File: config.mk
export PLATFORM = sky130hd
export DESIGN_NAME = atp_cordic
export DESIGN_NICKNAME = d
export VERILOG_FILES = /design/src/rtl/atp_pkg.sv /design/src/rtl/atp_cordic.sv
export SDC_FILE = /design/constraint.sdc
export NUM_CORES = 2
export LEC_CHECK = 0
export BUFFER_PORTS_ARGS = -buffer_cell sky130_fd_sc_hd__buf_2
export CORE_MARGIN = 1
export CORE_UTILIZATION = 51
export CTS_CLUSTER_DIAMETER = 40
export DETAILED_ROUTE_END_ITERATION = 8
export PLACE_DENSITY = 0.64
export SLEW_MARGIN = 20
export SYNTH_ARGS = -nofsm -noshare
export SYNTH_HDL_FRONTEND = slang
export SYNTH_SLANG_ARGS = --single-unit
File: constraint.sdc
create_clock -name clk -period 6.27 [get_ports clk]
set_clock_uncertainty 0.2 [all_clocks]
set_input_delay 1.254 -clock clk [delete_from_list [all_inputs] [get_ports clk]]
set_output_delay 1.254 -clock clk [all_outputs]
set_load 0.02 [all_outputs]
File: src/rtl/atp_pkg.sv
// ----------------------------------------------------------------------------
// atp_pkg
// Shared widths, register codes, sideband type and arctangent table for the
// tilt angle pipeline.
// ----------------------------------------------------------------------------
package atp_pkg;

  localparam int IN_W      = 16;
  localparam int OUT_W     = 17;
  localparam int SQ_W      = 2 * IN_W;
  localparam int ROOT_W    = 24;
  localparam int REM_W     = ROOT_W + 3;
  localparam int RAD_W     = 2 * ROOT_W;
  localparam int MAG_W     = 24;
  localparam int CW        = 27;
  localparam int ACC_W     = 24;
  localparam int TABLE_LEN = 24;
  localparam int CORDIC_STAGES_DEF = 16;

  localparam int CFG_IDX_W = 3;
  localparam int CFG_DAT_W = 16;

  localparam logic [CFG_IDX_W-1:0] CFG_RELATIVE  = 3'd0;
  localparam logic [CFG_IDX_W-1:0] CFG_REF_ROLL  = 3'd1;
  localparam logic [CFG_IDX_W-1:0] CFG_REF_PITCH = 3'd2;
  localparam logic [CFG_IDX_W-1:0] CFG_REF_YAW   = 3'd3;

  localparam logic signed [ACC_W-1:0] RIGHT_FINE  = 24'sd5898240;
  localparam logic signed [OUT_W-1:0] RIGHT_ANGLE = 17'sd23040;
  localparam logic signed [OUT_W:0]   HALF_TURN   = 18'sd46080;
  localparam logic signed [OUT_W:0]   FULL_TURN   = 18'sd92160;

  typedef struct packed {
    logic [IN_W-1:0] mag_x;
    logic [IN_W-1:0] mag_y;
    logic [IN_W-1:0] mag_z;
    logic            neg_x;
    logic            neg_y;
    logic            neg_z;
    logic            zero_x;
    logic            zero_y;
    logic            zero_z;
  } atp_side_t;

  // atan(2^-i) in 1/65536 degree
  function automatic logic signed [ACC_W-1:0] atan_fine(input int i);
    logic signed [ACC_W-1:0] v;
    case (i)
      0:  v = 24'sd2949120;
      1:  v = 24'sd1740967;
      2:  v = 24'sd919879;
      3:  v = 24'sd466945;
      4:  v = 24'sd234379;
      5:  v = 24'sd117304;
      6:  v = 24'sd58666;
      7:  v = 24'sd29335;
      8:  v = 24'sd14668;
      9:  v = 24'sd7334;
      10: v = 24'sd3667;
      11: v = 24'sd1833;
      12: v = 24'sd917;
      13: v = 24'sd458;
      14: v = 24'sd229;
      15: v = 24'sd115;
      16: v = 24'sd57;
      17: v = 24'sd29;
      18: v = 24'sd14;
      19: v = 24'sd7;
      20: v = 24'sd4;
      21: v = 24'sd2;
      22: v = 24'sd1;
      default: v = 24'sd0;
    endcase
    return v;
  endfunction

endpackage

File: src/rtl/atp_cordic.sv
// ----------------------------------------------------------------------------
// atp_cordic
// One vectoring CORDIC lane, one rotation per pipeline stage; the angle
// accumulator counts 1/65536 degree.
// ----------------------------------------------------------------------------
module atp_cordic #(
  parameter int STAGES = atp_pkg::CORDIC_STAGES_DEF
) (
  input  logic                             clk,
  input  logic [STAGES-1:0]                en,
  input  logic [atp_pkg::MAG_W-1:0]        num_mag,
  input  logic [atp_pkg::MAG_W-1:0]        den_mag,
  output logic signed [atp_pkg::ACC_W-1:0] acc
);
  import atp_pkg::*;

  logic signed [CW-1:0]    x_q   [0:STAGES-1];
  logic signed [CW-1:0]    y_q   [0:STAGES-1];
  logic signed [ACC_W-1:0] acc_q [0:STAGES-1];

  for (genvar i = 0; i < STAGES; i++) begin : g_stage
    logic signed [CW-1:0]    x_in;
    logic signed [CW-1:0]    y_in;
    logic signed [ACC_W-1:0] acc_in;
    logic signed [CW-1:0]    dx;
    logic signed [CW-1:0]    dy;

    if (i == 0) begin : g_first
      assign x_in   = $signed({{(CW-MAG_W){1'b0}}, den_mag});
      assign y_in   = $signed({{(CW-MAG_W){1'b0}}, num_mag});
      assign acc_in = '0;
    end else begin : g_next
      assign x_in   = x_q[i-1];
      assign y_in   = y_q[i-1];
      assign acc_in = acc_q[i-1];
    end

    assign dx = y_in >>> i;
    assign dy = x_in >>> i;

    always_ff @(posedge clk) begin
      if (en[i]) begin
        if (!y_in[CW-1]) begin
          x_q[i]   <= x_in + dx;
          y_q[i]   <= y_in - dy;
          acc_q[i] <= acc_in + atan_fine(i);
        end else begin
          x_q[i]   <= x_in - dx;
          y_q[i]   <= y_in + dy;
          acc_q[i] <= acc_in - atan_fine(i);
        end
      end
    end
  end

  assign acc = acc_q[STAGES-1];

endmodule

[Yosys cells after proc, flatten, opt, wreduce, memory -nomap -nowiden]
Memory sizes are Yosys's and may differ from the RTL's.
Index checks and enable logic that the tools add are counted.
Operators by class
  add/subtract/negate cells: 92
  multiplexer cells: 137
  bitwise gates (word level): 45
Operator list (count)
  2-to-1 mux 27 bit: 30
  2-to-1 mux 24 bit: 15
  2-to-1 mux 1 bit: 92
  adder 27 x 12 -> 27 bit: 2
  adder 27 x 13 -> 27 bit: 2
  adder 27 x 14 -> 27 bit: 2
  adder 27 x 15 -> 27 bit: 2
  adder 27 x 16 -> 27 bit: 2
  adder 27 x 17 -> 27 bit: 2
  adder 27 x 18 -> 27 bit: 2
  adder 27 x 19 -> 27 bit: 2
  adder 27 x 20 -> 27 bit: 2
  adder 27 x 21 -> 27 bit: 2
  adder 27 x 22 -> 27 bit: 2
  adder 27 x 23 -> 27 bit: 2
  adder 27 x 24 -> 27 bit: 2
  adder 27 x 25 -> 27 bit: 2
  adder 27 x 26 -> 27 bit: 2
  subtractor 27 x 12 -> 27 bit: 2
  subtractor 27 x 13 -> 27 bit: 2
  subtractor 27 x 14 -> 27 bit: 2
  subtractor 27 x 15 -> 27 bit: 2
  subtractor 27 x 16 -> 27 bit: 2
  subtractor 27 x 17 -> 27 bit: 2
  other kinds (42): 95
Word-level totals
  input bits: 65
  output and inout port bits: 24
  bits in writable memories: 1248
  register bits: 0
  memories kept: 3
  word-level logic and storage cells: 277
Memories
  x_q: depth 16, bits a word 27, rd ports 15, clocked after memory_dff 0, write ports 16, line atp_cordic.sv:17  | logic signed [CW-1:0] x_q [0:STAGES-1];
  y_q: depth 16, bits a word 27, rd ports 15, clocked after memory_dff 0, write ports 16, line atp_cordic.sv:18  | logic signed [CW-1:0] y_q [0:STAGES-1];
  acc_q: depth 16, bits a word 24, rd ports 16, clocked after memory_dff 0, write ports 16, line atp_cordic.sv:19  | logic signed [ACC_W-1:0] acc_q [0:STAGES-1];

[Depth between registers and ports, before layout]
An unclocked memory read counts as a cell.
  word-level depth: 5
  gate-level depth with buffers: 19
  mapped depth without buffers: 19

[Least setup slack after synthesis]
No wires, ideal clock.
  path kind: input-to-reg
  start: in en[3]
  end: mem y_q[3][22], in the netlist y_q[0][103] (data pin)
  arrival time: 4.638 ns
  stages on the path: 16
  data required time: 5.807 ns
  path buffers: 1
  setup time: 0.263 ns
  path slack: 1.169 ns
  cells stage by stage: nand2_1 inv_1 clkbuf_1 nor2_1 xor2_1 ha_1 a21o_1 a21oi_1 o21ai_1 a41oi_1 o211ai_1 a41oi_1 o21ai_0 a21o_1 a21oi_1 xnor2_1
RTL lines
  start: declaration: line atp_cordic.sv:10  | input logic [STAGES-1:0] en,
  end: declaration: line atp_cordic.sv:18

==> metrics <==
Placer Congestion=roughly 0.94; Post-CTS Setup Inserts=0; starting density of the core=0.5144; detailed router's first-iteration violation count=about 5300; H-tree level count=4; final-stage net count=around 11000; most frequent cells in the layout=1120 x ha_1, 1062 x edfxtp_1, 899 x a21oi_1; clock sink count=around 1100; Setup Viol. Count Final=0; number of standard-cell rows in the floorplan=between 150 and 200; detail-routed net length per standard cell=about 19 um; PortBufs=87; Slew Limit Fails=0; post-CTS clock slew at the launch and capture registers of the worst setup and hold paths=roughly 0.06 ns; root buf cell=clkbuf_16; number of global-route vias before repair=67880; flip-flop and latch count after synthesis=~1100; post-synthesis sequential area ratio=0.3512; largest buffer count on any clock path=3; Avg Inst Size Synth=between 9 and 10 um^2; Worst Path Arrival=5.69 ns; standard cell core area=176500 um^2; final count of hold timing violations=0; via density per instance=5.878; share of the synthesized area in the top cell type=0.3512; crit path launch type=flip-flop; Die Outline Area=~180000 um^2; flop-to-flop setup slack=0.93 ns; synthesized instance count=roughly 9400; series of cell instances along the critical path=or4_1 -> nor4b_1 -> and2_1 -> nor2_1 -> xnor2_1 -> ha_1 -> nand4_1 -> nor3_1 -> o311ai_0 -> a21oi_1 -> nor2_1 -> a2111oi_0 -> o21a_1 -> o21ai_0 -> a21oi_1 -> xor2_1; CTS Hold Buffers Added=0; Syn-to-layout area delta=10.09%; antenna violations before repair=5; Max stage delay on crit path=0.62 ns; number of DRC violations after detailed routing=6; number of fill cells in the layout=15610; setup tns final=0 ns; highest clock frequency the design can meet=approximately 190 MHz; share of cells above drive strength 1=0.05638; DRT Pass-1 Iters=9; largest net degree at the start of global routing=80; Post-synth EDFFs=1062; boundary pin count=a little under 90; first-pass GRT wire length=about 360000 um; Num CTS Buffers=approximately 170; dominant synthesized flop cell=edfxtp_1; TritonCTS clock tree=built; max-cap violations=0; slew of the pin with the lowest slew margin=about 1.1 ns; dominant cells by area after synthesis=edfxtp_1 35%, ha_1 15%, xnor2_1 8.3%; Die X-Extent=423.9 um; multi-input combinational cell area=about 57000 um^2; clock network latency to the later pin of the worst-skew pair=slightly above 0.8 ns; CP required=around 6.6 ns; Total Routing Usage GR=0.2467; final cycle utilization of the critical path=0.8519; footprint of the flip-flops and latches=31890 um^2; result of the run=complete, but fails checks; CP max-delay cell=or4_1; height of the die=between 400 and 500 um; critical path peak fanout=5; post-detail-place hpwl=between 150000 and 200000 um; most area-hungry cell type in the Yosys netlist=edfxtp_1; Final Routed Wirelength=between 200000 and 250000 um; Async S/R FF share, synth=0; minimum clock period after layout=roughly 5.3 ns; family of cells with the greatest summed delay on the critical path=simple AND/OR/NAND/NOR gates; type of the tightest min-delay check=reg2reg; Yosys cell types=90; total number of vias=about 71000; CP endpoint kind=flip-flop; unrepaired setup endpoints after global routing=no; Critical Setup Path Class=reg2reg; CTS resizes=0; nets in the synthesized netlist=roughly 11000; commonest non-fill, non-tap cell in the layout=ha_1; warnings from Yosys=0; count of buffer and inverter cells on the critical path=0; grt total ovfl=0; worst max-slew margin expressed relative to the limit=0.2944; total standard cell area after synthesis=90800 um^2; final antenna-violating net count=0; violations in the final reports=DRC
[worst paths after layout]
kind	cells past startpoint	from	to
worst max-delay path	16	y_q[0][202]	x_q[1][25]
worst min-delay path	1	y_q[0][135]	y_q[0][162]
worst max register to register	16	y_q[0][202]	x_q[1][25]
worst min register to register	1	y_q[0][135]	y_q[0][162]
[layer usage]
layer  track usage  wire [um]  vias to the layer above
li1              -          -                    35340
met4       0.06570       5048                        2
met5             0         12                        -
met3       0.02982      10500                      319
met2        0.4117     105500                     1636
met1        0.3371     104700                    33820
[flip-flops by register name (all words and copies together), names as in the netlist]
signal  count
y_q       377
x_q       361
acc_q     324
[area by class of cell]
type,count,area share
Multi-Input combinational cell,7803,0.5664
Sequential cell,1062,0.3190
Antenna cell,3,0.00007510
Clock inverter,131,0.01546
Inverter,421,0.01581
Tap cell,2340,0.02929
Clock buffer,190,0.04459
Timing Repair Buffer,149,0.009313
[stage by stage]
stage / hold WS, ns / cells / cell area (um^2) / setup WS, ns / util
after floorplan: 0.2003 / 9449 / 90800 / 1.169 / -
after global placement: 0.3039 / 11780 / 93950 / 0.7608 / 0.5323
after detailed placement: 0.3257 / 11780 / 93950 / 0.7080 / 0.5323
after CTS: 0.3508 / 12100 / 99950 / 0.9970 / 0.5663
after global routing: 0.3365 / 12100 / 99950 / 0.5724 / 0.5663
final: 0.3471 / 12100 / 99960 / 0.9288 / 0.5663
[cells in the mapped netlist (20+ instances only)]
master,count
a211oi_1,74
a21boi_0,34
a21o_1,381
a21oi_1,899
a31oi_1,78
and2_1,28
and3_1,70
and4_1,22
buf_4,24
clkbuf_1,124
edfxtp_1,1062
fa_1,36
ha_1,1120
inv_1,417
mux2i_1,32
nand2_1,598
nand2b_1,168
nand3_1,130
nand4_1,55
nor2_1,756
nor2b_1,159
nor3_1,222
nor3b_1,20
nor4_1,72
o211ai_1,43
o21a_1,161
o21ai_0,523
o21bai_1,121
o22ai_1,20
o31a_1,26
o31ai_1,111
o41ai_1,63
or2_2,33
or3_1,77
or4_1,33
xnor2_1,862
xor2_1,476
[logic make-up after synthesis]
group | synth area share
compound gates | 0.1954
xor+xnor | 0.1291
fa+ha+maj | 0.1623
buf+inv | 0.02516
flops | 0.3512
mux | 0.005636
other cells | 0.00004130
simple gates | 0.1312
Power is not shown: default switching activity piles up to over one toggle a cycle in this logic, so the estimate is an artifact.
