## config.mk

```make
export PLATFORM = sky130hd
export DESIGN_NAME = atp_sqrt
export DESIGN_NICKNAME = d
export VERILOG_FILES = /design/src/rtl/atp_pkg.sv /design/src/rtl/atp_sqrt.sv
export SDC_FILE = /design/constraint.sdc
export NUM_CORES = 2
export LEC_CHECK = 0
export ABC_AREA = 1
export ABC_CLOCK_PERIOD_IN_PS = 2100
export BUFFER_PORTS_ARGS = -buffer_cell sky130_fd_sc_hd__clkbuf_2
export CAP_MARGIN = 20
export CORE_ASPECT_RATIO = 1.2
export CORE_UTILIZATION = 26
export CTS_CLUSTER_DIAMETER = 60
export DETAILED_ROUTE_END_ITERATION = 12
export SLEW_MARGIN = 20
export SYNTH_ARGS = -nofsm -noshare
export SYNTH_HDL_FRONTEND = slang
export SYNTH_SLANG_ARGS = --single-unit
```

## constraint.sdc

```tcl
create_clock -name clk -period 2.1 [get_ports clk]
set_input_delay 0.105 -clock clk [delete_from_list [all_inputs] [get_ports clk]]
set_output_delay 0.105 -clock clk [all_outputs]
set_load 0.01 [all_outputs]
```

## src/rtl/atp_pkg.sv

```systemverilog
// ----------------------------------------------------------------------------
// atp_pkg
// Shared widths, register codes, sideband type and arctangent table for the
// tilt angle pipeline.
// ----------------------------------------------------------------------------
package atp_pkg;

  localparam int IN_W      = 16;
  localparam int OUT_W     = 17;
  localparam int SQ_W      = 2 * IN_W;
  localparam int ROOT_W    = 24;
  localparam int REM_W     = ROOT_W + 3;
  localparam int RAD_W     = 2 * ROOT_W;
  localparam int MAG_W     = 24;
  localparam int CW        = 27;
  localparam int ACC_W     = 24;
  localparam int TABLE_LEN = 24;
  localparam int CORDIC_STAGES_DEF = 16;

  localparam int CFG_IDX_W = 3;
  localparam int CFG_DAT_W = 16;

  localparam logic [CFG_IDX_W-1:0] CFG_RELATIVE  = 3'd0;
  localparam logic [CFG_IDX_W-1:0] CFG_REF_ROLL  = 3'd1;
  localparam logic [CFG_IDX_W-1:0] CFG_REF_PITCH = 3'd2;
  localparam logic [CFG_IDX_W-1:0] CFG_REF_YAW   = 3'd3;

  localparam logic signed [ACC_W-1:0] RIGHT_FINE  = 24'sd5898240;
  localparam logic signed [OUT_W-1:0] RIGHT_ANGLE = 17'sd23040;
  localparam logic signed [OUT_W:0]   HALF_TURN   = 18'sd46080;
  localparam logic signed [OUT_W:0]   FULL_TURN   = 18'sd92160;

  typedef struct packed {
    logic [IN_W-1:0] mag_x;
    logic [IN_W-1:0] mag_y;
    logic [IN_W-1:0] mag_z;
    logic            neg_x;
    logic            neg_y;
    logic            neg_z;
    logic            zero_x;
    logic            zero_y;
    logic            zero_z;
  } atp_side_t;

  // atan(2^-i) in 1/65536 degree
  function automatic logic signed [ACC_W-1:0] atan_fine(input int i);
    logic signed [ACC_W-1:0] v;
    case (i)
      0:  v = 24'sd2949120;
      1:  v = 24'sd1740967;
      2:  v = 24'sd919879;
      3:  v = 24'sd466945;
      4:  v = 24'sd234379;
      5:  v = 24'sd117304;
      6:  v = 24'sd58666;
      7:  v = 24'sd29335;
      8:  v = 24'sd14668;
      9:  v = 24'sd7334;
      10: v = 24'sd3667;
      11: v = 24'sd1833;
      12: v = 24'sd917;
      13: v = 24'sd458;
      14: v = 24'sd229;
      15: v = 24'sd115;
      16: v = 24'sd57;
      17: v = 24'sd29;
      18: v = 24'sd14;
      19: v = 24'sd7;
      20: v = 24'sd4;
      21: v = 24'sd2;
      22: v = 24'sd1;
      default: v = 24'sd0;
    endcase
    return v;
  endfunction

endpackage

```

## src/rtl/atp_sqrt.sv

```systemverilog
// ----------------------------------------------------------------------------
// atp_sqrt
// Pipelined root of a sum of two squares with 8 fraction bits, one root bit
// per stage after a summing stage.
// ----------------------------------------------------------------------------
module atp_sqrt (
  input  logic                       clk,
  input  logic [atp_pkg::ROOT_W:0]   en,
  input  logic [atp_pkg::SQ_W-1:0]   sq_a,
  input  logic [atp_pkg::SQ_W-1:0]   sq_b,
  output logic [atp_pkg::ROOT_W-1:0] root
);
  import atp_pkg::*;

  logic [SQ_W-1:0]   sum_r;
  logic [REM_W-1:0]  rem_q  [0:ROOT_W-1];
  logic [ROOT_W-1:0] root_q [0:ROOT_W-1];
  logic [RAD_W-1:0]  rad_q  [0:ROOT_W-1];

  always_ff @(posedge clk) begin
    if (en[0]) begin
      sum_r <= sq_a + sq_b;
    end
  end

  for (genvar k = 0; k < ROOT_W; k++) begin : g_digit
    logic [REM_W-1:0]  rem_in;
    logic [ROOT_W-1:0] root_in;
    logic [RAD_W-1:0]  rad_in;
    logic [REM_W-1:0]  rem_sh;
    logic [REM_W-1:0]  trial;
    logic              ge;

    if (k == 0) begin : g_first
      assign rem_in  = '0;
      assign root_in = '0;
      assign rad_in  = {sum_r, {(RAD_W-SQ_W){1'b0}}};
    end else begin : g_next
      assign rem_in  = rem_q[k-1];
      assign root_in = root_q[k-1];
      assign rad_in  = rad_q[k-1];
    end

    assign rem_sh = {rem_in[REM_W-3:0], rad_in[RAD_W-1:RAD_W-2]};
    assign trial  = {1'b0, root_in, 2'b01};
    assign ge     = (rem_sh >= trial);

    always_ff @(posedge clk) begin
      if (en[k+1]) begin
        rem_q[k]  <= ge ? (rem_sh - trial) : rem_sh;
        root_q[k] <= {root_in[ROOT_W-2:0], ge};
        rad_q[k]  <= {rad_in[RAD_W-3:0], 2'b00};
      end
    end
  end

  assign root = root_q[ROOT_W-1];

endmodule

```

### Yosys cells after proc, flatten, opt, wreduce, memory -nomap -nowiden

Memories as Yosys holds them, arrays and structs flattened.
Cells that the tools add are included.

* RAM bits: 2328
* logic and storage cells: 125
* flip-flop bits (word level): 32
* memories: 3
* input port bits: 90

* $add $sub $neg: 25
* $lt $le $gt $ge: 24
* mux-type cells: 72

Memory list
* rad_q: words 24, bits a word 46, read ports 23, clocked after memory_dff 0, wr ports 24, line atp_sqrt.sv:18 `logic [RAD_W-1:0] rad_q [0:ROOT_W-1];`
* rem_q: words 24, bits a word 27, read ports 23, clocked after memory_dff 0, wr ports 24, line atp_sqrt.sv:16 `logic [REM_W-1:0] rem_q [0:ROOT_W-1];`
* root_q: words 24, bits a word 24, read ports 24, clocked after memory_dff 0, wr ports 24, line atp_sqrt.sv:17 `logic [ROOT_W-1:0] root_q [0:ROOT_W-1];`

Operators by type and width (count)
* $mux 27: 24
* $ge 27x26->1: 23
* $sub 27x26->27: 23
* $mux 1: 48
* $add 32x32->32: 1
* $sub 2x1->3 const B: 1
* $ge 2x1->1 const B: 1

### Logic depth before layout (Yosys ltp)

An unclocked memory read counts as a cell.

* word-level depth: 3
* gate-level depth with buffers: 15
* depth with buffers taken out: 15

### Worst setup path before layout

Ideal clock, no wire load.

* path kind: register to register
* start: mem rem_q[0][0] (netlist name)
* end: mem rem_q[0][44] (netlist name), data pin
* data arrival time: 1.866 ns
* clock period less this slack: 2.135 ns
* data required time: 1.830 ns
* setup time: 0.270 ns
* stages on the path, launching flop included: 10
* slack: -0.035 ns
* cells stage by stage: edfxtp_1 -> ha_1 -> a21oi_1 -> nand2_1 -> nor2_1 -> ha_1 -> and2_1 -> clkbuf_1 -> clkbuf_1 -> o21ai_0

RTL lines (line)
* from (decl): atp_sqrt.sv:16

==> metrics.md <==
| Metric | Value |
|---|---|
| Status | finished with violations |
| Failing checks | setup timing |
| CTS Buffer Depth | 4 |
| Port bufs | 113 |
| Crit-path max cell delay | roughly 0.4 ns |
| Net Count, Synth | between 9k and 10k |
| Synth area leaders | edfxtp_1 48%, nand2_1 18%, inv_1 8.6% |
| GPL Wtd Cong | just over 0.9 |
| Initial Util | 0.261 |
| Yosys top cell area share | 0.481 |
| Total Nets Final | 11.1k |
| Unique cell type count in the Yosys netlist | a little over 50 |
| Worst-margin pin slew | roughly 0.8 ns |
| Core occupancy in the finished layout | 0.378 |
| CTS clk-pin slew, worst paths | around 0.06 ns |
| Die Ht | between 500 and 600 um |
| Final setup TNS | -6.29 ns |
| Syn-to-layout area delta | 44.7% |
| DR pass1 iterations | 5 |
| First-iteration detailed-routing DRC count | roughly 3.3k |
| Top cells by count, synth | 3237 x nand2_1, 1582 x inv_1, 1107 x edfxtp_1, 725 x nor2_1, 506 x nand3_1 |
| M2 GR Usage | 0.271 |
| Final Cell Area | 100000 um2 |
| CP required | between 2 and 3 ns |
| Initial antenna violation count | 5 |
| Skew-Pair Late Insertion Delay | roughly 0.84 ns |
| Post-DP HPWL | around 150000 um |
| Post-synth design cell area | 69100 um2 |
| Worst Path Max Fanout | 7 |
| Worst Skew | between 0.1 and 0.15 ns |
| Slew Limit Fails | 0 |
| Total Die Area | approximately 270000 um2 |
| Main synth FF type | edfxtp_1 |
| GRT Total Usage | 0.142 |
| Top-count cell post-synth | nand2_1 |
| DRC viols | 0 |
| H-Tree Depth | 4 |
| Flops & latches, synth | around 1.1k |
| Slew Limit Headroom | 0.460 |
| Routed wire per std cell | 14.4 um |
| CP Cell Sequence | inv_2 -> ha_4 -> nand2_1 -> nand2_2 -> a21oi_4 -> nand2_4 -> buf_6 -> nor2_4 -> nand2_2 -> nor2_4 -> buf_12 -> a21oi_2 |
| Num CTS Buffers | 150 |
| Synth area leader | edfxtp_1 |
| Layout cells sized above 1 | 0.332 |
| Core area | around 260000 um2 |
| Critical path's slowest cell | edfxtp_1 |
| Pin count of the biggest net entering global routing | 55 |
| CP startpoint kind | flop |
| Sequential share of the synthesized area | 0.481 |
| First-pass GRT wire length | between 300000 and 400000 um |
| Clock sinks | ~1.1k |
| F_max | between 400 and 500 MHz |
| Post-route setup slack | -0.181 ns |
| Lkg Pwr | around 0.046 uW |
| Crit path time final | approximately 2.3 ns |
| VDD IR max | between 700 and 800 uV |
| Yosys warning count | 0 |
| Vias post-DR | between 60k and 70k |
| Max-Cap Viols | 0 |
| Row count | just over 200 |
| Endpoints failing setup | between 100 and 150 |
| PwrDens | between 700 and 800 nW/um2 |
| Fraction of registers with async set/reset | 0 |
| Die Wd | roughly 470 um |
| Placed Area | ~83000 um2 |
| Gr busiest metal | met2 |
| Post-synth EDFFs | roughly 1.1k |
| RSZ-0062 raised after global routing | yes |
| Critical setup path kind | reg -> reg |
| Syn Area/Cell | between 7 and 8 um2 |
| Post-Syn Instances | just under 9k |
| Vias in the first global route | roughly 60k |
| M3 GR Usage | 0.0169 |
| Crit. End Element | flop |
| Worst Hold Class | in -> reg |
| Fin Hold WS | around 0.077 ns |
| Number of fill cells | 26.4k |
| GR Overflow Total | 0 |
| Critical path arrival | around 2.8 ns |
| Via density | 4.33 |
| # IOs | ~110 |
| Final Hold Vio Count | 0 |
| Post-detailed-route count of antenna-violating nets | 0 |
| Drt total wl | 205000 um |
| Fin crit share | 1.09 |
| Clock tree from TritonCTS | done |
| CTS root buf | clkbuf_16 |
| Met1 usage | 0.153 |
[cell type report]
| type | count | area, um2 | area share |
|---|---|---|---|
| clock inverters | 91 | 957 | 0.00957 |
| well taps | 3553 | 4450 | 0.0444 |
| repair inverters | 2 | 27.5 | 0.000275 |
| clock buffers | 172 | 3880 | 0.0388 |
| flip-flops and latches | 1107 | 33200 | 0.332 |
| multi-input cells | 5952 | 36500 | 0.365 |
| repair buffers | 1785 | 14700 | 0.147 |
| inverters | 1633 | 6220 | 0.0622 |
| diodes | 4 | 10.0 | 0.000100 |
[logic make-up after synthesis]
kind of cell | synth area share
and+or+nand+nor | 0.293
buffers and inverters | 0.0967
DFF | 0.481
AOI/OAI and AO/OA | 0.0419
adders and majority gates | 0.0640
xor gates and xnor gates | 0.0234
other | 0.0000542
[worst max-delay path: cells and delay by family, from the launching register on]
kind | cells | cell delay (ns)
buffers and inverters | 3 | 0.39
flip-flops | 1 | 0.41
AND/OR/NAND/NOR | 6 | 0.73
AO/OA/AOI/OAI | 2 | 0.23
adder cells (fa/ha/maj) | 1 | 0.22
[worst paths after layout]
| check | to | start | cells past startpoint | slack (ns) |
|---|---|---|---|---|
| min | sum_r[3]$_DFFE_PP_ | en[0] | 1 | 0.08 |
| max | rem_q[1][44]$_DFFE_PP_ | root_q[1][6]$_DFFE_PP_ | 12 | -0.18 |
| min reg2reg | rad_q[0][26]$_DFFE_PP_ | sum_r[10]$_DFFE_PP_ | 0 | 0.38 |
| max reg2reg | rem_q[1][44]$_DFFE_PP_ | root_q[1][6]$_DFFE_PP_ | 12 | -0.18 |
[flip-flops by register name (all words and copies together), names as in the netlist]
register and flops:
rem_q 535, root_q 300, rad_q 240, sum_r 32
[where the power goes]
group	switching [uW]	internal, uW
clock network	10100	14700
registers	1950	27500
logic	13100	11000
[metrics by stage]
stage | setup WS [ns] | total power [uW] | cells
6_report | -0.181 | 78300 | 14300
5_1_grt | -0.255 | 82500 | 14300
4_1_cts | -0.0663 | 75200 | 14000
3_5_place_dp | -0.514 | 48500 | 13500
3_3_place_gp | -0.538 | 48400 | 13500
2_1_floorplan | 0.0272 | 39900 | 8758
[placed cells by master, fill, tap and decap left out, types with 18 or more instances in the layout]
| master | n |
|---|---|
| inv_6 | 18 |
| a21oi_4 | 46 |
| nor3_1 | 47 |
| nand4_1 | 144 |
| clkinv_1 | 19 |
| a21oi_1 | 159 |
| nand3b_1 | 88 |
| clkbuf_2 | 113 |
| xor2_1 | 125 |
| clkbuf_16 | 174 |
| nor2_1 | 587 |
| buf_4 | 1413 |
| nand3_1 | 419 |
| edfxtp_1 | 1107 |
| o21ai_1 | 52 |
| o21ai_0 | 61 |
| nand2_4 | 142 |
| inv_1 | 1376 |
| nand2_2 | 487 |
| nand3_2 | 79 |
| nor2_2 | 103 |
| nand3_4 | 20 |
| o21ai_2 | 39 |
| ha_4 | 199 |
| xnor2_1 | 58 |
| inv_2 | 237 |
| buf_12 | 42 |
| dlygate4sd3_1 | 100 |
| clkbuf_1 | 20 |
| nand2_1 | 2635 |
| nor2_4 | 80 |
| ha_1 | 134 |
| a21oi_2 | 121 |
| buf_6 | 78 |
[repair_timing]
item                       in CTS  in global routing
hold buffers                  100                  0
setup endpoints to repair     461                518
hold endpoints to repair     1024                  0
gates cloned                   10                 32
setup buffers                 123                291
pin swaps                     126                516
resized for setup             461               1490
[layer usage]
metal / vias to the layer above / wire [um]
li1: 31600 / -
met1: 28500 / 78700
met2: 1271 / 109000
met4: 2 / 10800
met3: 502 / 6750
met5: - / 14
Power figures use the tool's default switching activity.
