`src/rtl/atp_pkg.sv`:
```
// ----------------------------------------------------------------------------
// atp_pkg
// Shared widths, register codes, sideband type and arctangent table for the
// tilt angle pipeline.
// ----------------------------------------------------------------------------
package atp_pkg;

  localparam int IN_W      = 16;
  localparam int OUT_W     = 17;
  localparam int SQ_W      = 2 * IN_W;
  localparam int ROOT_W    = 24;
  localparam int REM_W     = ROOT_W + 3;
  localparam int RAD_W     = 2 * ROOT_W;
  localparam int MAG_W     = 24;
  localparam int CW        = 27;
  localparam int ACC_W     = 24;
  localparam int TABLE_LEN = 24;
  localparam int CORDIC_STAGES_DEF = 16;

  localparam int CFG_IDX_W = 3;
  localparam int CFG_DAT_W = 16;

  localparam logic [CFG_IDX_W-1:0] CFG_RELATIVE  = 3'd0;
  localparam logic [CFG_IDX_W-1:0] CFG_REF_ROLL  = 3'd1;
  localparam logic [CFG_IDX_W-1:0] CFG_REF_PITCH = 3'd2;
  localparam logic [CFG_IDX_W-1:0] CFG_REF_YAW   = 3'd3;

  localparam logic signed [ACC_W-1:0] RIGHT_FINE  = 24'sd5898240;
  localparam logic signed [OUT_W-1:0] RIGHT_ANGLE = 17'sd23040;
  localparam logic signed [OUT_W:0]   HALF_TURN   = 18'sd46080;
  localparam logic signed [OUT_W:0]   FULL_TURN   = 18'sd92160;

  typedef struct packed {
    logic [IN_W-1:0] mag_x;
    logic [IN_W-1:0] mag_y;
    logic [IN_W-1:0] mag_z;
    logic            neg_x;
    logic            neg_y;
    logic            neg_z;
    logic            zero_x;
    logic            zero_y;
    logic            zero_z;
  } atp_side_t;

  // atan(2^-i) in 1/65536 degree
  function automatic logic signed [ACC_W-1:0] atan_fine(input int i);
    logic signed [ACC_W-1:0] v;
    case (i)
      0:  v = 24'sd2949120;
      1:  v = 24'sd1740967;
      2:  v = 24'sd919879;
      3:  v = 24'sd466945;
      4:  v = 24'sd234379;
      5:  v = 24'sd117304;
      6:  v = 24'sd58666;
      7:  v = 24'sd29335;
      8:  v = 24'sd14668;
      9:  v = 24'sd7334;
      10: v = 24'sd3667;
      11: v = 24'sd1833;
      12: v = 24'sd917;
      13: v = 24'sd458;
      14: v = 24'sd229;
      15: v = 24'sd115;
      16: v = 24'sd57;
      17: v = 24'sd29;
      18: v = 24'sd14;
      19: v = 24'sd7;
      20: v = 24'sd4;
      21: v = 24'sd2;
      22: v = 24'sd1;
      default: v = 24'sd0;
    endcase
    return v;
  endfunction

endpackage

```
`src/rtl/atp_merge.sv`:
```
// ----------------------------------------------------------------------------
// atp_merge
// Combines the three lane accumulators: clamp, round, sign, special cases,
// reference subtraction and wrap.
// ----------------------------------------------------------------------------
module atp_merge (
  input  logic signed [atp_pkg::ACC_W-1:0]     acc_roll,
  input  logic signed [atp_pkg::ACC_W-1:0]     acc_pitch,
  input  logic signed [atp_pkg::ACC_W-1:0]     acc_yaw,
  input  atp_pkg::atp_side_t                   side,
  input  logic                                 relative_enable,
  input  logic signed [atp_pkg::CFG_DAT_W-1:0] ref_roll,
  input  logic signed [atp_pkg::CFG_DAT_W-1:0] ref_pitch,
  input  logic signed [atp_pkg::CFG_DAT_W-1:0] ref_yaw,
  output logic signed [atp_pkg::OUT_W-1:0]     roll_angle,
  output logic signed [atp_pkg::OUT_W-1:0]     pitch_angle,
  output logic signed [atp_pkg::OUT_W-1:0]     yaw_angle,
  output logic                                 degenerate
);
  import atp_pkg::*;

  function automatic logic signed [OUT_W-1:0] finish(
    input logic signed [ACC_W-1:0]     a,
    input logic                        num_zero,
    input logic                        den_zero,
    input logic                        neg,
    input logic                        rel,
    input logic signed [CFG_DAT_W-1:0] refv
  );
    logic signed [ACC_W-1:0] c;
    logic signed [ACC_W-1:0] r;
    logic signed [OUT_W-1:0] m;
    logic signed [OUT_W-1:0] v;
    logic signed [OUT_W:0]   d;
    c = a;
    if (a < 0) begin
      c = '0;
    end else if (a > RIGHT_FINE) begin
      c = RIGHT_FINE;
    end
    r = (c + 24'sd128) >>> 8;
    m = r[OUT_W-1:0];
    if (num_zero) begin
      v = '0;
    end else if (den_zero) begin
      v = neg ? -RIGHT_ANGLE : RIGHT_ANGLE;
    end else begin
      v = neg ? -m : m;
    end
    if (rel) begin
      d = {v[OUT_W-1], v} - {{(OUT_W+1-CFG_DAT_W){refv[CFG_DAT_W-1]}}, refv};
      if (d > HALF_TURN) begin
        d = d - FULL_TURN;
      end
      if (d < -HALF_TURN) begin
        d = d + FULL_TURN;
      end
      v = d[OUT_W-1:0];
    end
    return v;
  endfunction

  logic degen;

  assign degen = side.zero_x & side.zero_y & side.zero_z;

  always_comb begin
    degenerate = degen;
    if (degen) begin
      roll_angle  = '0;
      pitch_angle = '0;
      yaw_angle   = '0;
    end else begin
      roll_angle  = finish(acc_roll, side.zero_x, side.zero_y & side.zero_z,
                           side.neg_x, relative_enable, ref_roll);
      pitch_angle = finish(acc_pitch, side.zero_y, side.zero_x & side.zero_z,
                           side.neg_y, relative_enable, ref_pitch);
      yaw_angle   = finish(acc_yaw, side.zero_x & side.zero_y, side.zero_z,
                           side.neg_z, relative_enable, ref_yaw);
    end
  end

endmodule

```
`config.mk`:
```
export PLATFORM = sky130hd
export DESIGN_NAME = atp_merge
export DESIGN_NICKNAME = d
export VERILOG_FILES = /design/src/rtl/atp_pkg.sv /design/src/rtl/atp_merge.sv
export SDC_FILE = /design/constraint.sdc
export NUM_CORES = 1
export LEC_CHECK = 0
export ABC_CLOCK_PERIOD_IN_PS = 7020
export BUFFER_PORTS_ARGS = -buffer_cell sky130_fd_sc_hd__buf_2
export CORE_MARGIN = 8
export CORE_UTILIZATION = 25
export DETAILED_ROUTE_END_ITERATION = 7
export GPL_ROUTABILITY_DRIVEN = 0
export PLACE_DENSITY = 0.57
export SLEW_MARGIN = 30
export SYNTH_ARGS = -nofsm -noshare
export SYNTH_HDL_FRONTEND = slang
export SYNTH_SLANG_ARGS = --single-unit
```
`constraint.sdc`:
```
create_clock -name vclk -period 7.02
set_input_delay 0.351 -clock vclk [all_inputs]
set_output_delay 0.351 -clock vclk [all_outputs]
set_load 0.01 [all_outputs]
```
======== After elaboration in Yosys (flattened, before gate mapping) ========
Cells that the tools add are included.
storage, ports and cells
  register bits after elaboration ......... 0
  input bits .............................. 175
  output and inout bits ................... 52
  logic and storage cells ................. 73
operators by class
  add/sub/neg operators ................... 15
  magnitude comparators ................... 12
  muxes and demuxes ....................... 42
  bitwise logic cells ..................... 4
operators with widths
  cell                                                                     number
  17-bit 2-to-1 mux                                                        24
  24-bit 2-to-1 mux                                                        9
  18-bit 2-to-1 mux                                                        9
  24-bit by 9-bit adder with 24-bit output (second input constant)         3
  24-bit > comparator (second input constant)                              3
  24-bit by 1-bit < comparator with 1-bit output (second input constant)   3
  18-bit by 17-bit > comparator with 1-bit output (second input constant)  3
  18-bit by 17-bit < comparator with 1-bit output (second input constant)  3
  17-bit by 16-bit subtractor with 18-bit output                           3
  18-bit subtractor (second input constant)                                3
  17-bit adder (second input constant)                                     3
  16-bit negator with 17-bit output                                        3
  1-bit AND                                                                4

======== Longest topological paths before layout ========
Gate-level depths: netlist of run 1.
  depth after elaboration ................. 19
  gate-level depth with buffers ........... 36
  gate-level depth less buffers ........... 34

======== Worst setup path after synthesis of run 1 ========
No wires, ideal clock.
  path type ............................... input-to-output
  start ................................... in acc_yaw[0] in the netlist's numbering
  end ..................................... out yaw_angle[15] in the netlist's numbering
  arrival time ............................ 6986 ps
  data required time ...................... 6669 ps
  slack ................................... -317 ps
  cell stages on the path ................. 29
  buffers on the path ..................... 1
  cells stage by stage .................... nor4_1 nand3_1 o41ai_1 a21oi_1 o21ai_0 and3_1 ha_1 and3_1 nand2_1 o32ai_1 and3_1 o21ai_0 o311ai_0 o41ai_1 nor3_1 ha_1 clkbuf_1 and2_1 a221o_1 a221oi_2 xnor2_1 nand2b_1 o311ai_2 mux2i_1 ha_1 nand2b_1 o21bai_1 o21a_1 o31ai_1
on the way
  cells in the longest elaborated chain, start to end .. 19
  elaborated cells on any way between the ends .. 22
  classes of those cells .................. add/sub: 5; order compare: 4; mux: 13
RTL lines
  what                                                                                  RTL line                          RTL
  from (decl)                                                                           atp_merge.sv:9                    input logic signed [atp_pkg::ACC_W-1:0] acc_yaw,
  24-bit > comparator                                                                   atp_merge.sv:38                   end else if (a > RIGHT_FINE) begin
  24-bit 2-to-1 mux                                                                     atp_merge.sv:38
  24-bit 2-to-1 mux *                                                                   atp_merge.sv:36                   if (a < 0) begin
  24-bit 2-to-1 mux *                                                                   atp_merge.sv:69                   if (degen) begin
  24-bit by 9-bit adder with 24-bit output *                                            atp_merge.sv:41                   r = (c + 24'sd128) >>> 8;
  16-bit negator with 17-bit output                                                     atp_merge.sv:48                   v = neg ? -m : m;
  17-bit 2-to-1 mux *                                                                   atp_merge.sv:48
  17-bit 2-to-1 mux *                                                                   atp_merge.sv:45                   end else if (den_zero) begin
  (+3 left out)                                                                         n/a
  18-bit subtractor or 18-bit by 17-bit > comparator with 1-bit output (tied branches)  atp_merge.sv:53, atp_merge.sv:52
  18-bit 2-to-1 mux                                                                     atp_merge.sv:52                   if (d > HALF_TURN) begin
  18-bit 2-to-1 mux                                                                     atp_merge.sv:50                   if (rel) begin
  18-bit 2-to-1 mux                                                                     atp_merge.sv:69
  17-bit adder or 18-bit by 17-bit < comparator with 1-bit output (tied branches)       atp_merge.sv:56, atp_merge.sv:55
  17-bit 2-to-1 mux                                                                     atp_merge.sv:55                   if (d < -HALF_TURN) begin
  17-bit 2-to-1 mux *                                                                   atp_merge.sv:50
  17-bit 2-to-1 mux *                                                                   atp_merge.sv:69
  to (decl)                                                                             atp_merge.sv:17                   output logic signed [atp_pkg::OUT_W-1:0] yaw_angle,
Mark *: on every way between the ends. The rest lies on a longest branch, timed or not. The select of a mux whose other input is x is not followed.

======== Worst setup path after layout of run 1 ========
  start ................................... in acc_pitch[5] in the netlist's numbering
  end ..................................... out pitch_angle[14] in the netlist's numbering
on the way
  cells in the longest elaborated chain, start to end .. 19
  elaborated cells on any way between the ends .. 22
  classes of those cells .................. add/sub: 5; order compare: 4; mux: 13
RTL lines
  what                                                                                  RTL line                          RTL
  from (decl)                                                                           atp_merge.sv:8                    input logic signed [atp_pkg::ACC_W-1:0] acc_pitch,
  24-bit > comparator                                                                   atp_merge.sv:38
  24-bit 2-to-1 mux                                                                     atp_merge.sv:38
  24-bit 2-to-1 mux *                                                                   atp_merge.sv:36
  24-bit 2-to-1 mux *                                                                   atp_merge.sv:69
  24-bit by 9-bit adder with 24-bit output *                                            atp_merge.sv:41
  16-bit negator with 17-bit output                                                     atp_merge.sv:48
  17-bit 2-to-1 mux *                                                                   atp_merge.sv:48
  17-bit 2-to-1 mux *                                                                   atp_merge.sv:45
  (+3 left out)                                                                         n/a
  18-bit subtractor or 18-bit by 17-bit > comparator with 1-bit output (tied branches)  atp_merge.sv:53, atp_merge.sv:52
  18-bit 2-to-1 mux                                                                     atp_merge.sv:52
  18-bit 2-to-1 mux                                                                     atp_merge.sv:50
  18-bit 2-to-1 mux                                                                     atp_merge.sv:69
  17-bit adder or 18-bit by 17-bit < comparator with 1-bit output (tied branches)       atp_merge.sv:56, atp_merge.sv:55
  17-bit 2-to-1 mux                                                                     atp_merge.sv:55
  17-bit 2-to-1 mux *                                                                   atp_merge.sv:50
  17-bit 2-to-1 mux *                                                                   atp_merge.sv:69
  to (decl)                                                                             atp_merge.sv:16                   output logic signed [atp_pkg::OUT_W-1:0] pitch_angle,
Marked as above.

==> results.sh, run 1 <==
export IMPL_wl_per_cell_um=17.46
export IMPL_fin_util_pct=45.66
export IMPL_fmax_ghz=0.1369
export IMPL_power_density_nw_per_um2=160.5
export IMPL_synth_top_area_cell="ha_1"
export IMPL_path_max_fanout=5
export IMPL_path_class="input port to primary output"
export IMPL_insertedDiodeCount=0
export IMPL_seq_cell_count=0
export IMPL_critPathLaunch="acc_pitch[5]"
export IMPL_fin_area_um2=16200
export IMPL_numPortBuffers=179
export IMPL_violations="negative setup slack"
export IMPL_dpl_cell_area_um2=13010
export IMPL_drcViolationCount=0
export IMPL_avgSynthCellArea_um2=6.361
export IMPL_cpPeakStageDelay_ns=0.39
export IMPL_fin_ws_ns=-0.2864
export IMPL_start_util_pct=25.33
export IMPL_cpMostUsedCell="buf_6"
export IMPL_dieHeight_um=205.6
export IMPL_syn_inst=1413
export IMPL_synth_seq_area_share_pct=0
export IMPL_wirelength_um=43340
export IMPL_first_pass_iters=5
export IMPL_fillers=3423
export IMPL_grt_setup_unrepaired="true"
export IMPL_antenna_found_initial=0
export IMPL_yosys_top_cells_area="ha_1, nor2_1, a21oi_1"
export IMPL_hp_class="input port to primary output"
export IMPL_ys_warn_count=0
export IMPL_synthDominantCellAreaShare_pct=8.769
export IMPL_critPathBufInv=5
export IMPL_slew_viol_final=0
export IMPL_rows=69
export IMPL_grt_max_degree=53
export IMPL_grt_usage_pct=17.53
export IMPL_cap_violations=0
export IMPL_setup_viol=10
export IMPL_arrival_ns=6.96
export IMPL_clockBufferCount=0
export IMPL_num_vias=13434
export IMPL_grt_pass1_vias=12777
export IMPL_multiInputGateArea_um2=10440
export IMPL_fin_crit_sh_pct=104.1
export IMPL_startpoint_type="input port"
export IMPL_grt_overflow=0
export IMPL_regArea_um2=0
export IMPL_antenna_left=0
export IMPL_worst_pin_slew_ns=0.6614
export IMPL_max_slew_margin_pct=55.90
export IMPL_hold_viol=0
export IMPL_syn_to_final_growth_pct=80.26
export IMPL_cpLargestDelayFamily="compound AO/OA/AOI/OAI gates"
export IMPL_crit_path_end_kind="primary output"
export IMPL_die_width_um=205.6
export IMPL_synth_cell_types=93
export IMPL_ir_worst_vdd_mv=0.08833
export IMPL_netlist_area_um2=8989
export IMPL_synth_fp_nets=1654
export IMPL_hp_start="ref_pitch[0]"
export IMPL_ios=227
export IMPL_crit_path_top_delay_cell="a221o_1"
export IMPL_place_hpwl_um=31380
export IMPL_core_um2=35480
export IMPL_power_leakage_nw=7.324
export IMPL_dieArea_um2=42280
export IMPL_final_cell_mix="buf_4, buf_2, nor2_1, nand2_1, inv_1"
export IMPL_grt_pass1_wl_um=63070
export IMPL_viasPerCell=5.410
export IMPL_drt_iter0_drc=874
export IMPL_final_layout_size_suffix_gt1_share_pct=48.96
export IMPL_final_common_cell="buf_4"
export IMPL_status="finished with violations"
export IMPL_required_ns=6.67
export IMPL_nNetsFinal=2265
export IMPL_layout_min_cycle_time_ns=7.306
-- cell usage after synthesis, types with 28 or more instances --
cell and instances:
a21oi_1 99, clkbuf_1 49, ha_1 63, inv_1 93
mux2i_1 29, nand2_1 111, nand2b_1 37, nand3_1 60
nor2_1 158, nor2b_1 34, nor3_1 56, o21a_1 28
o21ai_0 60, xnor2_1 37, xor2_1 42
-- cell families after synthesis --
| logic type | share of synthesized area [%] |
|---|---|
| compound gates | 37.31 |
| xor+xnor | 8.129 |
| fa+ha+maj | 9.438 |
| buf+inv | 6.765 |
| mux | 4.816 |
| simple gates | 33.55 |
-- through the flow --
step | setup TNS [ns] | cells | worst slack (ns) | hold slack (ns) | power [mW]
floorplan | -0.05277 | 1413 | -0.05277 | 1.007 | 1.093
global placement | -4.766 | 2356 | -0.4607 | 1.211 | 1.893
detailed placement | -5.650 | 2356 | -0.5367 | 1.221 | 1.919
CTS | -0.2598 | 2422 | -0.06876 | 1.221 | 2.132
global route | -5.448 | 2483 | -0.5634 | 1.250 | 2.791
finish | -1.799 | 2483 | -0.2864 | 1.216 | 2.601
-- layout make-up --
type               count  share of cell area [%]
well taps            461                   3.560
multi-input cells   1257                   64.42
repair buffers       669                   29.80
inverters             96                   2.224
-- repair_timing --
item	in CTS	in global routing
gates resized for setup	133	296
pin swaps	90	201
setup endpoints to repair	16	18
setup buffers	68	65
cloned	0	0
hold buffers	0	0
-- path summary, 6_finish.rpt --
path                  slack, ns  cells after the start               to
worst min-delay path       1.22                      5   pitch_angle[0]
worst max-delay path      -0.29                     36  pitch_angle[14]
-- per-layer routing --
layer	wire [um]	track usage (%)	part of all wire, %	up-vias
met5	0	0	0	-
li1	-	-	-	6530
met1	18770	22.70	43	6377
met4	1516	4.595	3.5	0
met2	20890	30.93	48	423
met3	2169	1.196	5.0	104
-- where the power goes --
| group | internal, mW | switching [mW] | total (mW) |
|---|---|---|---|
| Combinational | 1.30 | 1.30 | 2.60 |
| Sequential | 0 | 0 | 0 |
| Clock | 0 | 0 | 0 |
No activity file was read; power rests on OpenSTA's default activity.
==> inputs of run 2 (changes only) <==
--- a/config.mk
+++ b/config.mk
@@ -7,7 +7,7 @@
 export LEC_CHECK = 0
 export ABC_CLOCK_PERIOD_IN_PS = 7020
 export BUFFER_PORTS_ARGS = -buffer_cell sky130_fd_sc_hd__buf_2
-export CORE_MARGIN = 8
+export CORE_MARGIN = 2
 export CORE_UTILIZATION = 25
 export DETAILED_ROUTE_END_ITERATION = 7
 export GPL_ROUTABILITY_DRIVEN = 0
==> run 2 against run 1 <==
The run still ends with negative setup slack left. Worst setup slack better by 0.053 ns. Sequential share of layout area unchanged. Global-route usage up 1.9 points. Critical endpoint is now pitch_angle[15]. Utilization down 2.9 points.
==> results.sh, run 2 (synthesized netlist as in run 1, its figures left out) <==
export IMPL_viasPerCell=5.399
export IMPL_core_um2=35480
export IMPL_layout_min_cycle_time_ns=7.253
export IMPL_hp_class="input port to primary output"
export IMPL_p_int_mw=1.230
export IMPL_ios=227
export IMPL_cpLargestDelayFamily="simple AND/OR/NAND/NOR gates"
export IMPL_hold_viol=0
export IMPL_startpoint_type="input port"
export IMPL_dieArea_um2=37490
export IMPL_switching_share_pct=50.61
export IMPL_setup_viol=8
export IMPL_final_cell_mix="buf_4, buf_2, nor2_1, nand2_1, inv_1"
export IMPL_cpPeakStageDelay_ns=0.55
export IMPL_path_max_fanout=4
export IMPL_fin_crit_sh_pct=103.3
export IMPL_worst_pin_slew_ns=0.8751
export IMPL_ir_worst_vdd_mv=0.07687
export IMPL_fin_ws_ns=-0.2333
export IMPL_insertedDiodeCount=0
export IMPL_fin_area_um2=15170
export IMPL_p_switching_mw=1.260
export IMPL_cts_hold_buf=0
export IMPL_cp_endpoint="pitch_angle[15]"
export IMPL_final_layout_size_suffix_gt1_share_pct=45.12
export IMPL_first_pass_iters=7
export IMPL_numPortBuffers=179
export IMPL_clockBufferCount=0
export IMPL_max_slew_margin_pct=41.66
export IMPL_power_density_nw_per_um2=164.1
export IMPL_crit_path_end_kind="primary output"
export IMPL_fmax_ghz=0.1379
export IMPL_grt_pass1_vias=12429
export IMPL_status="finished with violations"
export IMPL_grt_pass1_wl_um=62280
export IMPL_start_util_pct=25.33
export IMPL_clkPwrFrac_pct=0
export IMPL_arrival_ns=6.90
export IMPL_drcViolationCount=0
export IMPL_antenna_left=0
export IMPL_critPathLaunch="acc_pitch[11]"
export IMPL_slew_viol_final=0
export IMPL_critPathBufInv=4
export IMPL_dpl_cell_area_um2=12840
export IMPL_grt_usage_pct=19.39
export IMPL_required_ns=6.67
export IMPL_dieHeight_um=193.6
export IMPL_fin_util_pct=42.75
export IMPL_violations="negative setup slack"
export IMPL_power_frac_comb_pct=100.0
export IMPL_drt_iter0_drc=846
export IMPL_grt_setup_unrepaired="true"
export IMPL_path_class="input port to primary output"
export IMPL_die_width_um=193.6
export IMPL_cpMostUsedCell="ha_4"
export IMPL_grt_max_degree=53
export IMPL_seq_cell_count=0
export IMPL_setup_tns_ns=-1.100
export IMPL_finalPower_mw=2.490
export IMPL_final_common_cell="buf_4"
export IMPL_wirelength_um=40650
export IMPL_wl_per_cell_um=16.73
export IMPL_syn_to_final_growth_pct=68.76
export IMPL_rows=69
export IMPL_place_hpwl_um=30530
export IMPL_nNetsFinal=2211
export IMPL_crit_path_top_delay_cell="or4_4"
export IMPL_regArea_um2=0
export IMPL_cap_violations=0
export IMPL_grt_overflow=0
export IMPL_hold_slack_ns=1.223
export IMPL_antenna_found_initial=0
export IMPL_power_leakage_nw=6.876
export IMPL_path_depth=33
export IMPL_seq_power_share_pct=0
export IMPL_num_vias=13113
run 2: metal layers:
metal | vias to the layer above | share of wire [%] | GRT usage [%]
li1 | 6413 | - | -
met1 | 6228 | 45 | 26.00
met2 | 409 | 48 | 33.76
met3 | 63 | 4.5 | 1.200
met4 | 0 | 2.6 | 4.835
met5 | - | 0 | 0
run 2: how the worst min path moves through the flow:
stage	start	to	slack, ns	cells after the start
final	ref_pitch[0]	pitch_angle[0]	1.22	5
after global routing	ref_pitch[0]	pitch_angle[0]	1.26	5
after CTS	ref_pitch[0]	pitch_angle[0]	1.22	5
after detailed placement	ref_pitch[0]	pitch_angle[0]	1.23	5
after global placement	ref_pitch[0]	pitch_angle[0]	1.21	5
after floorplan	ref_roll[0]	roll_angle[0]	1.01	3
run 2: stage by stage:
stage	std cells	setup slack [ns]
after floorplan	1413	-0.05277
after global placement	2333	-0.5294
after detailed placement	2333	-0.5590
after CTS	2376	-0.01732
after global routing	2429	-0.5565
final	2429	-0.2333
run 2: cell type report:
cell class | instances | area [um^2]
Inverter | 96 | 366.6
Multi-Input combinational cell | 1257 | 9911
Fill cell | 3554 | 20310
Tap cell | 461 | 576.8
Timing Repair Buffer | 615 | 4315
run 2: power by group through the flow:
stage               combinational [mW]  clock (mW)  sequential [mW]
floorplan                         1.09           0                0
global placement                  1.88           0                0
detailed placement                1.91           0                0
CTS                               2.09           0                0
global route                      2.67           0                0
finish                            2.49           0                0
run 2: timing repair:
item	in CTS	in global routing
endpoints found under the setup margin	18	18
gates resized for setup	116	217
pin swaps	81	130
setup buffers	43	54
==> inputs of run 3 (changes only) <==
--- a/config.mk
+++ b/config.mk
@@ -7,10 +7,11 @@
 export LEC_CHECK = 0
 export ABC_CLOCK_PERIOD_IN_PS = 7020
 export BUFFER_PORTS_ARGS = -buffer_cell sky130_fd_sc_hd__buf_2
-export CORE_MARGIN = 2
+export CORE_MARGIN = 3
 export CORE_UTILIZATION = 25
 export DETAILED_ROUTE_END_ITERATION = 7
 export GPL_ROUTABILITY_DRIVEN = 0
+export GPL_TIMING_DRIVEN = 0
 export PLACE_DENSITY = 0.57
 export SLEW_MARGIN = 30
 export SYNTH_ARGS = -nofsm -noshare
==> run 3 against run 2 <==
The run still ends with negative setup slack left. Critical path depth shrank 1. Wire length grew 4.6%. Power shrank 2.5%. Maximum frequency shrank 4.0%. Hold slack gained 0.00061 ns. Worst setup slack lost 0.30 ns. First-iteration DRC count grew 26%. Global-route usage shrank 0.26 points. Sequential cell count is the same. Critical path type unchanged.
==> results.sh, run 3 (synthesized netlist as in run 1, its figures left out) <==
export IMPL_die_width_um=195.6
export IMPL_syn_to_final_growth_pct=59.45
export IMPL_final_common_cell="buf_4"
export IMPL_grt_usage_pct=19.12
export IMPL_rows=68
export IMPL_final_layout_size_suffix_gt1_share_pct=39.77
export IMPL_crit_path_end_kind="primary output"
export IMPL_seq_power_share_pct=0
export IMPL_grt_pass1_wl_um=62070
export IMPL_cpMostUsedCell="and2_4"
export IMPL_viasPerCell=5.788
export IMPL_power_leakage_nw=5.965
export IMPL_cap_violations=0
export IMPL_startpoint_type="input port"
export IMPL_switching_share_pct=54.73
export IMPL_p_int_mw=1.099
export IMPL_slew_viol_final=0
export IMPL_drcViolationCount=0
export IMPL_hp_class="input port to primary output"
export IMPL_dieHeight_um=195.6
export IMPL_fillers=3487
export IMPL_crit_path_top_delay_cell="or4_4"
export IMPL_antenna_found_initial=5
export IMPL_p_switching_mw=1.328
export IMPL_dieArea_um2=38270
export IMPL_setup_tns_ns=-4.419
export IMPL_clockBufferCount=0
export IMPL_clkPwrFrac_pct=0
export IMPL_layout_min_cycle_time_ns=7.555
export IMPL_drt_iter0_drc=1062
export IMPL_pre_cts_slack_ns=-1.759
export IMPL_worst_pin_slew_ns=1.217
export IMPL_grt_max_degree=11
export IMPL_max_slew_margin_pct=18.22
export IMPL_seq_cell_count=0
export IMPL_status="finished with violations"
export IMPL_wl_per_cell_um=19.04
export IMPL_setup_viol=17
export IMPL_numPortBuffers=170
export IMPL_finalPower_mw=2.427
export IMPL_regArea_um2=0
export IMPL_fin_crit_sh_pct=107.6
export IMPL_final_cell_mix="buf_4, buf_2, nor2_1, nand2_1, inv_1"
export IMPL_grt_pass1_vias=11867
export IMPL_fin_ws_ns=-0.5348
export IMPL_path_max_fanout=5
export IMPL_grt_setup_unrepaired="true"
export IMPL_required_ns=6.67
export IMPL_wirelength_um=42510
export IMPL_hold_slack_ns=1.224
export IMPL_path_class="input port to primary output"
export IMPL_ios=227
export IMPL_core_um2=34970
export IMPL_fmax_ghz=0.1324
export IMPL_first_pass_iters=6
export IMPL_hold_viol=0
export IMPL_ir_worst_vdd_mv=0.09137
export IMPL_violations="negative setup slack"
export IMPL_start_util_pct=25.70
export IMPL_power_frac_comb_pct=100.0
export IMPL_grt_overflow=0
export IMPL_cpPeakStageDelay_ns=0.55
export IMPL_nNetsFinal=2018
export IMPL_fin_util_pct=40.99
export IMPL_arrival_ns=7.20
export IMPL_multiInputGateArea_um2=10570
export IMPL_place_hpwl_um=29220
export IMPL_num_vias=12924
export IMPL_power_density_nw_per_um2=169.3
export IMPL_antenna_left=0
export IMPL_cts_hold_buf=0
-- run 3: layout make-up --
type | count | share of cell area, %
antenna | 3 | 0.05238
timing repair buffer | 372 | 18.08
tap | 455 | 3.972
inverter | 96 | 2.532
multi-input combinational | 1257 | 73.72
buffer | 50 | 1.641
-- run 3: through the flow --
stage | instances | area (um^2)
final | 2233 | 14330
after global routing | 2233 | 14330
after CTS | 2166 | 13000
after detailed placement | 2038 | 10480
after global placement | 2038 | 10480
after floorplan | 1413 | 9057
-- run 3: power by group through the flow --
stage	combinational, mW	sequential [mW]	clock (mW)
after floorplan	1.09	0	0
after global placement	1.49	0	0
after detailed placement	1.51	0	0
after CTS	2.00	0	0
after global routing	2.58	0	0.0000000573
final	2.43	0	0.0000000573
-- run 3: metal layers --
metal	global-route usage [%]	routed length, um	part of all wire (%)
met1	24.89	17280	41
met5	0	27	0.064
met4	6.549	1881	4.4
met2	32.82	20320	48
met3	2.053	3006	7.1
-- run 3: worst paths after layout --
path,startpoint,end,depth (start not counted)
min,ref_pitch[0],pitch_angle[0],5
max,acc_pitch[4],pitch_angle[14],32
-- run 3: worst max-delay path, delay by kind of cell --
family / cells / cell delay, ns
AOI/OAI and AO/OA: 13 / 2.96
adders and majority gates: 2 / 0.40
muxes: 1 / 0.32
buffers and inverters: 3 / 0.46
and+or+nand+nor: 13 / 2.72
-- run 3: what timing repair did --
action / 4_1_cts / 5_1_grt
setup endpoints to repair: 18 / 18
gates resized for setup: 290 / 176
buffers inserted: 136 / 71
pin swaps: 153 / 118
